==> src/rtl/core/hars_pkg.sv <==
`timescale 1ns / 1ps
`default_nettype none
// ----------------------------------------------------------------------------
// hars_pkg
// Shared types and constants for the health-aware round-robin selector.
// ----------------------------------------------------------------------------
package hars_pkg;

    localparam int MAX_TARGETS = 16;
    localparam int IDX_W       = 4;
    localparam int CNT_W       = 5;
    localparam int CFG_DATA_W  = 16;
    localparam int CFG_IDX_W   = 3;

    localparam logic [CFG_IDX_W-1:0] REG_START_MODE   = 3'd0;
    localparam logic [CFG_IDX_W-1:0] REG_TARGET_COUNT = 3'd1;
    localparam logic [CFG_IDX_W-1:0] REG_FAIL_LIMIT   = 3'd2;
    localparam logic [CFG_IDX_W-1:0] REG_RETRY_DELAY  = 3'd3;
    localparam logic [CFG_IDX_W-1:0] REG_ALLOW_DIRECT = 3'd4;
    localparam logic [CFG_IDX_W-1:0] REG_PROXIES      = 3'd5;
    localparam logic [CFG_IDX_W-1:0] REG_IGNORE_SELF  = 3'd6;

    localparam logic [1:0] MODE_FIXED   = 2'd0;
    localparam logic [1:0] MODE_ROTATE  = 2'd1;
    localparam logic [1:0] MODE_HASH    = 2'd2;
    localparam logic [1:0] MODE_LATCHED = 2'd3;

    localparam logic [1:0] OUT_CHOSEN  = 2'd0;
    localparam logic [1:0] OUT_DIRECT  = 2'd1;
    localparam logic [1:0] OUT_FAIL    = 2'd2;
    localparam logic [1:0] OUT_WRITTEN = 2'd3;

    localparam logic [1:0] HOST_UP        = 2'd0;
    localparam logic [1:0] HOST_SELF_DOWN = 2'd2;

    typedef struct packed {
        logic [1:0]  action_unused;
        logic        action;
        logic        first_try;
        logic        client_known;
        logic [31:0] client_hash;
        logic [3:0]  prior_start;
        logic [3:0]  prior_pick;
        logic        wrapped_before;
        logic [31:0] now_time;
        logic [3:0]  entry_index;
        logic [31:0] entry_fail_time;
        logic [15:0] entry_fail_count;
        logic [1:0]  entry_host_state;
    } req_t;

    typedef struct packed {
        logic [1:0] outcome;
        logic [3:0] chosen_index;
        logic [3:0] start_index;
        logic       is_retry;
    } rsp_t;

    typedef struct packed {
        logic [1:0]  start_mode;
        logic [4:0]  target_count;
        logic [15:0] fail_limit;
        logic [15:0] retry_delay;
        logic        allow_direct;
        logic        targets_are_proxies;
        logic        ignore_self_down;
    } cfg_t;

    // controller -> datapath
    typedef struct packed {
        logic load;      // capture request, set up
        logic write;     // table write
        logic mod_start; // begin modulo
        logic mod_step;  // one restoring-division step
        logic set_start; // start/cur from modulo result or fixed
        logic retry_set; // start/cur from prior fields
        logic scan_step; // examine cur, advance
        logic emit_hit;
        logic emit_bypass;
        logic emit_written;
        logic out_pop;
    } cmd_t;

    // datapath -> controller
    typedef struct packed {
        logic is_write;
        logic empty;
        logic first;
        logic need_mod;  // start derivation needs modulo
        logic retry_wrap;
        logic hit;       // cur entry usable
        logic scan_end;  // after advance, scan over
        logic out_full;
    } sts_t;

endpackage

`default_nettype wire

==> src/rtl/core/hars_if.sv <==
`timescale 1ns / 1ps
`default_nettype none
// ----------------------------------------------------------------------------
// hars_req_if / hars_rsp_if
// Valid/ready channels carrying request and result transfers.
// ----------------------------------------------------------------------------
interface hars_req_if;
    import hars_pkg::*;
    logic valid;
    logic ready;
    req_t data;
    modport source (output valid, output data, input ready);
    modport sink   (input valid, input data, output ready);
endinterface

interface hars_rsp_if;
    import hars_pkg::*;
    logic valid;
    logic ready;
    rsp_t data;
    modport source (output valid, output data, input ready);
    modport sink   (input valid, input data, output ready);
endinterface

`default_nettype wire

==> src/rtl/core/health_aware_round_robin_selector.sv <==
`timescale 1ns / 1ps
`default_nettype none
// ----------------------------------------------------------------------------
// health_aware_round_robin_selector
// Picks a healthy upstream target per request; update transfers write the table.
// ----------------------------------------------------------------------------
// Sequence: a write is decoded and answered from the result register; a select
// runs decode, the serial modulo (rotate, hash with client, latched, every
// retry), set-up, a wrap check on a retry, then a scan of up to 16 entries.
// One transfer at a time; a new request is taken once the result register
// is empty. Reset: rst_n asynchronous active low; clears FSM, counters and the
// health table, and returns the config registers to their defaults.
module health_aware_round_robin_selector
    import hars_pkg::*;
(
    input  wire logic                  clk,
    input  wire logic                  rst_n,
    hars_req_if.sink                   req,
    hars_rsp_if.source                 rsp,
    input  wire logic                  cfg_we,
    input  wire logic [CFG_IDX_W-1:0]  cfg_index,
    input  wire logic [CFG_DATA_W-1:0] cfg_data
);

    cfg_t cfg_reg;
    cmd_t cmd;
    sts_t sts;

    always_ff @(posedge clk or negedge rst_n)
    begin
        if (!rst_n) begin
            cfg_reg <= '{start_mode: 2'd0, target_count: 5'd0, fail_limit: 16'd10,
                         retry_delay: 16'd300, allow_direct: 1'b0,
                         targets_are_proxies: 1'b1, ignore_self_down: 1'b0};
        end else if (cfg_we) begin
            unique case (cfg_index)
                REG_START_MODE:   cfg_reg.start_mode          <= cfg_data[1:0];
                REG_TARGET_COUNT: cfg_reg.target_count        <= cfg_data[4:0];
                REG_FAIL_LIMIT:   cfg_reg.fail_limit          <= cfg_data;
                REG_RETRY_DELAY:  cfg_reg.retry_delay         <= cfg_data;
                REG_ALLOW_DIRECT: cfg_reg.allow_direct        <= cfg_data[0];
                REG_PROXIES:      cfg_reg.targets_are_proxies <= cfg_data[0];
                REG_IGNORE_SELF:  cfg_reg.ignore_self_down    <= cfg_data[0];
                default: ;
            endcase
        end
    end

    hars_ctrl u_ctrl (
        .clk      (clk),
        .rst_n    (rst_n),
        .in_valid (req.valid),
        .in_ready (req.ready),
        .sts      (sts),
        .cmd      (cmd)
    );

    hars_datapath u_dp (
        .clk       (clk),
        .rst_n     (rst_n),
        .cfg       (cfg_reg),
        .req       (req.data),
        .cmd       (cmd),
        .out_ready (rsp.ready),
        .out_valid (rsp.valid),
        .out_data  (rsp.data),
        .sts       (sts)
    );

    a_one_emit: assert property (@(posedge clk) disable iff (!rst_n)
        $onehot0({cmd.emit_hit, cmd.emit_bypass, cmd.emit_written}))
        else $error("multiple result sources");

    a_no_accept_busy: assert property (@(posedge clk) disable iff (!rst_n)
        rsp.valid |-> !req.ready)
        else $error("accept while result pending");

    a_hit_outcome: assert property (@(posedge clk) disable iff (!rst_n)
        cmd.emit_hit |=> rsp.valid && rsp.data.outcome == OUT_CHOSEN)
        else $error("hit not reported");

endmodule

`default_nettype wire

==> src/rtl/core/hars_datapath.sv <==
`timescale 1ns / 1ps
`default_nettype none
// ----------------------------------------------------------------------------
// hars_datapath
// Health table, start index derivation (serial modulo), scan and result reg.
// ----------------------------------------------------------------------------
module hars_datapath
    import hars_pkg::*;
(
    input  wire logic clk,
    input  wire logic rst_n,
    input  wire cfg_t cfg,
    input  wire req_t req,
    input  wire cmd_t cmd,
    input  wire logic out_ready,
    output logic      out_valid,
    output rsp_t      out_data,
    output sts_t      sts
);

    logic [31:0] ft_reg [MAX_TARGETS];
    logic [15:0] fc_reg [MAX_TARGETS];
    logic [1:0]  hs_reg [MAX_TARGETS];

    req_t        req_reg;
    logic [4:0]  n_reg;
    logic [31:0] rot_reg;
    logic [3:0]  latch_reg;
    logic [3:0]  start_reg;
    logic [3:0]  cur_reg;
    logic [4:0]  step_reg;
    logic [31:0] dvd_reg;
    logic [4:0]  rem_reg;
    logic        out_valid_reg;
    rsp_t        out_reg;

    logic [4:0]  n_eff;
    logic [31:0] swapped;
    logic [5:0]  rem_shift;
    logic [5:0]  rem_sub;
    logic [3:0]  cur_inc;
    logic [3:0]  retry_cur;
    logic [1:0]  hs_cur;
    logic        up;
    logic [32:0] deadline;
    logic        plain_ok;
    logic        retry_ok;
    logic [1:0]  byp;

    assign n_eff = (cfg.target_count > CNT_W'(MAX_TARGETS)) ? CNT_W'(MAX_TARGETS)
                                                            : cfg.target_count;
    assign swapped = {req_reg.client_hash[7:0], req_reg.client_hash[15:8],
                      req_reg.client_hash[23:16], req_reg.client_hash[31:24]};

    assign rem_shift = {rem_reg, dvd_reg[31]};
    assign rem_sub   = rem_shift - {1'b0, n_reg};

    function automatic logic [3:0] wrap_inc(input logic [3:0] v, input logic [4:0] n);
        logic [4:0] s;
        s = {1'b0, v} + 5'd1;
        wrap_inc = (s >= n) ? 4'd0 : s[3:0];
    endfunction

    // (prior_pick + 1) % n comes from the serial modulo
    assign cur_inc   = wrap_inc(cur_reg, n_reg);
    assign retry_cur = rem_reg[3:0];

    assign hs_cur   = hs_reg[cur_reg];
    assign up       = (hs_cur == HOST_UP) || (hs_cur == HOST_SELF_DOWN && cfg.ignore_self_down);
    assign deadline = {1'b0, ft_reg[cur_reg]} + {17'd0, cfg.retry_delay};
    assign plain_ok = (ft_reg[cur_reg] == 32'd0) || (fc_reg[cur_reg] < cfg.fail_limit);
    assign retry_ok = req_reg.wrapped_before || (deadline < {1'b0, req_reg.now_time});
    assign byp      = (cfg.allow_direct && cfg.targets_are_proxies) ? OUT_DIRECT : OUT_FAIL;

    always_comb
    begin
        sts.is_write   = req_reg.action;
        sts.empty      = (n_reg == 5'd0);
        sts.first      = req_reg.first_try;
        sts.need_mod   = (cfg.start_mode == MODE_ROTATE) ||
                         (cfg.start_mode == MODE_LATCHED) ||
                         (cfg.start_mode == MODE_HASH && req_reg.client_known);
        sts.retry_wrap = (retry_cur == req_reg.prior_start) && cfg.allow_direct;
        sts.hit        = up && (plain_ok || retry_ok);
        sts.scan_end   = (cur_inc == start_reg) || ((step_reg + 5'd1) == n_reg);
        sts.out_full   = out_valid_reg;
    end

    always_ff @(posedge clk or negedge rst_n)
    begin
        if (!rst_n) begin
            for (int i = 0; i < MAX_TARGETS; i++) begin
                ft_reg[i] <= '0;
                fc_reg[i] <= '0;
                hs_reg[i] <= HOST_UP;
            end
        end else if (cmd.write) begin
            ft_reg[req_reg.entry_index] <= req_reg.entry_fail_time;
            fc_reg[req_reg.entry_index] <= req_reg.entry_fail_count;
            hs_reg[req_reg.entry_index] <= req_reg.entry_host_state;
        end
    end

    always_ff @(posedge clk or negedge rst_n)
    begin
        if (!rst_n) begin
            rot_reg       <= '0;
            latch_reg     <= '0;
            out_valid_reg <= 1'b0;
        end else begin
            if (cmd.mod_start && req_reg.first_try && cfg.start_mode == MODE_ROTATE) begin
                rot_reg <= rot_reg + 32'd1;
            end
            if (cmd.retry_set) begin
                latch_reg <= retry_cur;
            end
            if (cmd.scan_step) begin
                latch_reg <= cur_inc;
            end
            if (cmd.emit_hit || cmd.emit_bypass || cmd.emit_written) begin
                out_valid_reg <= 1'b1;
            end else if (out_valid_reg && out_ready) begin
                out_valid_reg <= 1'b0;
            end
        end
    end

    always_ff @(posedge clk)
    begin
        if (cmd.load) begin
            req_reg <= req;
            n_reg   <= n_eff;
        end
        if (cmd.mod_start) begin
            rem_reg <= '0;
            if (!req_reg.first_try) begin
                dvd_reg <= {27'd0, {1'b0, req_reg.prior_pick} + 5'd1};
            end else begin
                unique case (cfg.start_mode)
                    MODE_ROTATE:  dvd_reg <= rot_reg;
                    MODE_HASH:    dvd_reg <= swapped;
                    default:      dvd_reg <= {28'd0, latch_reg};
                endcase
            end
        end
        if (cmd.mod_step) begin
            dvd_reg <= {dvd_reg[30:0], 1'b0};
            rem_reg <= rem_sub[5] ? rem_shift[4:0] : rem_sub[4:0];
        end
        if (cmd.set_start) begin
            start_reg <= sts.need_mod ? rem_reg[3:0] : 4'd0;
            cur_reg   <= sts.need_mod ? rem_reg[3:0] : 4'd0;
            step_reg  <= '0;
        end
        if (cmd.retry_set) begin
            start_reg <= req_reg.prior_start;
            cur_reg   <= retry_cur;
            step_reg  <= '0;
        end
        if (cmd.scan_step) begin
            cur_reg  <= cur_inc;
            step_reg <= step_reg + 5'd1;
        end
        if (cmd.emit_hit) begin
            out_reg.outcome      <= OUT_CHOSEN;
            out_reg.chosen_index <= cur_reg;
            out_reg.start_index  <= start_reg;
            out_reg.is_retry     <= !plain_ok;
        end
        if (cmd.emit_bypass) begin
            out_reg.outcome      <= byp;
            out_reg.chosen_index <= '0;
            out_reg.start_index  <= (sts.empty && req_reg.first_try) ? 4'd0
                                  : (sts.empty ? req_reg.prior_start : start_reg);
            out_reg.is_retry     <= 1'b0;
        end
        if (cmd.emit_written) begin
            out_reg.outcome      <= OUT_WRITTEN;
            out_reg.chosen_index <= '0;
            out_reg.start_index  <= '0;
            out_reg.is_retry     <= 1'b0;
        end
    end

    assign out_valid = out_valid_reg;
    assign out_data  = out_reg;

    logic unused_swap;
    assign unused_swap = cmd.out_pop ^ ^req_reg.action_unused;

endmodule

`default_nettype wire

==> src/rtl/core/hars_ctrl.sv <==
`timescale 1ns / 1ps
`default_nettype none
// ----------------------------------------------------------------------------
// hars_ctrl
// Sequencer: decode, start derivation, scan, result hand-off.
// ----------------------------------------------------------------------------
module hars_ctrl
    import hars_pkg::*;
(
    input  wire logic clk,
    input  wire logic rst_n,
    input  wire logic in_valid,
    output logic      in_ready,
    input  wire sts_t sts,
    output cmd_t      cmd
);

    typedef enum logic [6:0] {
        S_IDLE  = 7'b0000001,
        S_DEC   = 7'b0000010,
        S_MOD   = 7'b0000100,
        S_SET   = 7'b0001000,
        S_SCAN  = 7'b0010000,
        S_WAIT  = 7'b0100000,
        S_RETRY = 7'b1000000
    } state_t;

    state_t     state_reg, state_next;
    logic [5:0] cnt_reg, cnt_next;

    assign in_ready = (state_reg == S_IDLE) && !sts.out_full;

    always_comb
    begin
        state_next = state_reg;
        cnt_next   = cnt_reg;
        cmd        = '0;
        unique case (state_reg)
            S_IDLE:
            begin
                if (in_valid && in_ready) begin
                    cmd.load   = 1'b1;
                    state_next = S_DEC;
                end
            end
            S_DEC:
            begin
                if (sts.is_write) begin
                    cmd.write        = 1'b1;
                    cmd.emit_written = 1'b1;
                    state_next       = S_IDLE;
                end else if (sts.empty) begin
                    cmd.emit_bypass = 1'b1;
                    state_next      = S_IDLE;
                end else if (!sts.first || sts.need_mod) begin
                    cmd.mod_start = 1'b1;
                    cnt_next      = 6'd32;
                    state_next    = S_MOD;
                end else begin
                    state_next = S_SET;
                end
            end
            S_RETRY:
            begin
                if (sts.retry_wrap) begin
                    cmd.emit_bypass = 1'b1;
                    state_next      = S_IDLE;
                end else begin
                    state_next = S_SCAN;
                end
            end
            S_MOD:
            begin
                cmd.mod_step = 1'b1;
                cnt_next     = cnt_reg - 6'd1;
                if (cnt_reg == 6'd1) begin
                    state_next = S_SET;
                end
            end
            S_SET:
            begin
                if (sts.first) begin
                    cmd.set_start = 1'b1;
                    state_next    = S_SCAN;
                end else begin
                    cmd.retry_set = 1'b1;
                    state_next    = S_RETRY;
                end
            end
            S_SCAN:
            begin
                if (sts.hit) begin
                    cmd.emit_hit = 1'b1;
                    state_next   = S_IDLE;
                end else begin
                    cmd.scan_step = 1'b1;
                    if (sts.scan_end) begin
                        state_next = S_WAIT;
                    end
                end
            end
            S_WAIT:
            begin
                cmd.emit_bypass = 1'b1;
                state_next      = S_IDLE;
            end
            default:
            begin
                state_next = S_IDLE;
            end
        endcase
    end

    always_ff @(posedge clk or negedge rst_n)
    begin
        if (!rst_n) begin
            state_reg <= S_IDLE;
            cnt_reg   <= '0;
        end else begin
            state_reg <= state_next;
            cnt_reg   <= cnt_next;
        end
    end

endmodule

`default_nettype wire

==> src/flat_wrapper.sv <==
// flat-port wrapper written by rule: the top's interface ports become plain ports
module health_aware_round_robin_selector_flat import hars_pkg::*;
  (clk, rst_n, cfg_we, cfg_index, cfg_data, req_valid, req_data, req_ready, rsp_valid, rsp_data, rsp_ready);
  hars_req_if req_i ();
  hars_rsp_if rsp_i ();
  input  wire logic clk;
  input  wire logic rst_n;
  input  wire logic cfg_we;
  input  wire logic [CFG_IDX_W-1:0] cfg_index;
  input  wire logic [CFG_DATA_W-1:0] cfg_data;
  input wire logic [$bits(req_i.valid)-1:0] req_valid;
  input wire logic [$bits(req_i.data)-1:0] req_data;
  output wire logic [$bits(req_i.ready)-1:0] req_ready;
  output wire logic [$bits(rsp_i.valid)-1:0] rsp_valid;
  output wire logic [$bits(rsp_i.data)-1:0] rsp_data;
  input wire logic [$bits(rsp_i.ready)-1:0] rsp_ready;
  assign req_i.valid = req_valid;
  assign req_i.data = req_data;
  assign req_ready = req_i.ready;
  assign rsp_valid = rsp_i.valid;
  assign rsp_data = rsp_i.data;
  assign rsp_i.ready = rsp_ready;
  health_aware_round_robin_selector u_core (.clk(clk), .rst_n(rst_n), .req(req_i), .rsp(rsp_i), .cfg_we(cfg_we), .cfg_index(cfg_index), .cfg_data(cfg_data));
endmodule
==> config.mk <==
export PLATFORM = sky130hd
export DESIGN_NAME = health_aware_round_robin_selector_flat
export DESIGN_NICKNAME = d
export VERILOG_FILES = /design/src/rtl/core/hars_pkg.sv /design/src/rtl/core/hars_if.sv /design/src/rtl/core/health_aware_round_robin_selector.sv /design/src/rtl/core/hars_datapath.sv /design/src/rtl/core/hars_ctrl.sv /design/src/flat_wrapper.sv
export SDC_FILE = /design/constraint.sdc
export NUM_CORES = 2
export LEC_CHECK = 0
export BUFFER_PORTS_ARGS = -buffer_cell sky130_fd_sc_hd__buf_2
export CAP_MARGIN = 20
export CORE_ASPECT_RATIO = 0.6
export CORE_MARGIN = 1.5
export CORE_UTILIZATION = 25
export CTS_CLUSTER_DIAMETER = 80
export CTS_CLUSTER_SIZE = 12
export DETAILED_ROUTE_END_ITERATION = 10
export GPL_ROUTABILITY_DRIVEN = 0
export GPL_TIMING_DRIVEN = 1
export PLACE_DENSITY_LB_ADDON = 0.1
export SLEW_MARGIN = 20
export SYNTH_ARGS = -nofsm -noshare
export SYNTH_HDL_FRONTEND = slang
export SYNTH_SLANG_ARGS = --single-unit
==> constraint.sdc <==
create_clock -name clk -period 22.1 [get_ports clk]
set_input_delay 4.42 -clock clk [delete_from_list [all_inputs] [get_ports clk]]
set_output_delay 4.42 -clock clk [all_outputs]
set_load 0.01 [all_outputs]
==> summary.txt <==
Final WL - 158000 um
Relative slew margins - 20.6%
DR iter-0 viols - 1743
Endpoint type of the worst setup path - flip-flop
CORE AREA - 0.197 sq mm
Reg area - 0.0281 sq mm
GRT Total Usage - 15.7%
CTS tree - done
Die area - 0.201 sq mm
Unrepaired setup endpoints after global routing - false
Largest register FFs - 512
Synth warnings - 0
Via count - 28764
Maximum clock path buffer count - 3
Post-synth top flop - dfrtp_1
Outcome - finished, final reports clean
Synth Instances - 3372
Multi-input logic area - 0.0204 sq mm
Fin nets - 3711
Worst-path maximum fanout - 56
Final setup violating endpoints - 0
Routed Antenna Nets - 0
Post-layout min period - 10400 ps
Initial antenna violation count - 15
Worst Hold Class - reg2reg
Num CTS Buffers - 102
Clock latency on the worst-skew pair - 750 ps
Ports - 169
Hold Crit Depth - 2
Syn avg cell area - 14.7 sq um
H-tree depth - 3
Fmax - 96.1 MHz
Cells after DPL - 5991
Clk Tree Root Cell - clkbuf_16
CP max stage cell - buf_4
Share of cells above drive strength 1 - 40.2%
Layout Skew - 50.2 ps
Clock sink count - 1088
Avg Vias per Cell - 4.68
Vias in the first global route - 29715
Reg clk slew, reported paths - 60 ps
Overflow after GRT - 0
Hold Buf Count CTS - 0
Post-synth design cell area - 0.0496 sq mm
TNS Setup - 0 ps
Final Power - 6.07 mW
Fin crit share - 47.1%
First-pass GRT wire length - 229000 um
EDFF count, synth - 184
Critical path class - reg2reg
Critical path's largest stage delay - 830 ps
Die X - 578 um
#FFs+latches synth - 1088
Async set-reset flop share out of synthesis - 82.0%
Die height - 348 um
Pin count of the biggest net entering global routing - 144
Resized Gates After CTS - 0
DR WL/cell - 25.6 um
Worst r2r path cells - 28
Cell Rows - 126
TritonRoute pass-1 iters - 5
Post-CTS setup buffer count - 0
Initial Util - 25.2%
Library cells used by synthesis - 64
Fin. max-slew vios - 0
Reported max-cap violation count - 0
Syn nets - 3611
Req. time, crit path - 22450 ps
Final hold vios - 0
Residual DRC count - 0
P_leak - 25.6 nW
Hpwl dp - 97000 um
Layout area overhead - 13.4%
WP data arrival - 10750 ps
Fin cells - 6149
Worst vdd ir - 0.0000631 V
Sequential fraction of the synthesis area - 56.6%
Worst Tran Pin Value - 1180 ps
Power Dens Cells - 108 mW/mm^2
I/O Buffers - 166
Fillers - 19829
Crit start category - flip-flop
## final cells by class
type	count	share of cell area, %
Antenna cell	2	0.00889
Clock buffer	145	4.82
Clock inverter	10	0.242
Inverter	79	0.527
Multi-Input combinational cell	1972	36.2
Sequential cell	1088	49.9
Tap cell	2624	5.83
Timing Repair Buffer	229	2.44
## report_power, final
| group | switching (mW) | internal, mW | total, mW |
|---|---|---|---|
| sequential | 0.400 | 2.64 | 3.04 |
| clock | 0.822 | 0.848 | 1.67 |
| combinational | 0.637 | 0.719 | 1.36 |
| total | 1.86 | 4.21 | 6.07 |
## logic make-up (layout without fill, tap and decap cells)
kind of cell / Yosys count / in the layout / synth area share, %
other: 0 / 2 / 0
adders and majority gates: 83 / 83 / 2.12
buffers and inverters: 312 / 463 / 2.58
DFF: 1088 / 1088 / 56.6
and+or+nand+nor: 401 / 401 / 4.00
AOI/OAI and AO/OA: 330 / 330 / 4.35
xor gates and xnor gates: 86 / 86 / 1.52
muxes: 1072 / 1072 / 28.8
## Yosys cell counts (all sizes together) (39+ instances only)
master | n | area (sq um)
a21oi | 58 | 290
a22oi | 72 | 541
buf | 109 | 521
clkbuf | 124 | 465
dfrtp | 884 | 22100
edfxtp | 184 | 5530
ha | 81 | 1010
inv | 78 | 293
mux2 | 830 | 9350
mux2i | 39 | 390
mux4 | 203 | 4570
nand2 | 133 | 499
nand3 | 44 | 220
nor2 | 72 | 270
o21ai | 82 | 410
xnor2 | 58 | 508
## worst max-delay path: cells and delay by family, from the launching register on
family / cells / cell delay (ps)
AO/OA/AOI/OAI: 16 / 5090
buffers and inverters: 3 / 1650
AND/OR/NAND/NOR: 5 / 1280
flip-flops: 1 / 720
adder cells (fa/ha/maj): 2 / 620
multiplexers: 1 / 420
XOR/XNOR: 1 / 130
## cells in the final DEF (no fill, tap or decap), types with 7 or more instances in the layout
cell	instances
clkbuf_16	102
xnor2_1	58
and2_1	8
ha_1	81
mux4_2	203
nor3_1	15
nor2_1	71
dfstp_2	8
a221oi_1	8
a211oi_1	26
mux2i_1	38
edfxtp_1	184
o21ai_0	80
nand2_4	12
a21o_1	25
nor4_1	10
a22oi_1	72
o22ai_1	13
buf_4	57
dfrtp_1	884
buf_2	165
xor2_1	28
and4_1	7
inv_1	77
nor3b_1	9
nand4_1	16
and3_1	16
nand2b_1	16
mux2_2	830
nor2b_1	24
nand3_1	43
clkbuf_1	43
dfxtp_1	12
a21oi_1	58
nand2_1	121
## final timing paths
path / slack (ps) / from / endpoint
worst max register to register: 11700 / u_core.u_dp.cur_reg[1]$_DFFE_PP_ / u_core.u_dp.cur_reg[2]$_DFFE_PP_
worst max-delay path: 11700 / u_core.u_dp.cur_reg[1]$_DFFE_PP_ / u_core.u_dp.cur_reg[2]$_DFFE_PP_
max in group asynchronous: 14720 / rst_n / u_core.u_dp.ft_reg[310]$_DFFE_PN0P_
worst min-delay path: 460 / u_core.u_dp.out_data[9]$_SDFFE_PP1P_ / u_core.u_dp.out_data[9]$_SDFFE_PP1P_
worst min register to register: 460 / u_core.u_dp.out_data[9]$_SDFFE_PP1P_ / u_core.u_dp.out_data[9]$_SDFFE_PP1P_
min in group asynchronous: 3610 / rst_n / u_core.u_dp.rot_reg[21]$_DFFE_PN0P_
## metal layers
| layer | track usage [%] | vias to the layer above | part of all wire [%] |
|---|---|---|---|
| met5 | 0 | - | 0 |
| met4 | 3.43 | 0 | 2.0 |
| met3 | 1.86 | 161 | 2.8 |
| met2 | 22.5 | 388 | 42 |
| met1 | 25.0 | 15505 | 53 |
| li1 | - | 12710 | - |
## per-stage QoR
step / util, % / cell area [sq um] / worst slack [ps] / hold WS [ps]
2_1_floorplan: - / 49600 / 13520 / 443
3_3_place_gp: 27.1 / 53400 / 11540 / 454
3_5_place_dp: 27.1 / 53400 / 11570 / 453
4_1_cts: 28.6 / 56300 / 11530 / 465
5_1_grt: 28.6 / 56300 / 11260 / 489
6_report: 28.6 / 56300 / 11700 / 463
No activity file was read; power rests on OpenSTA's default activity.
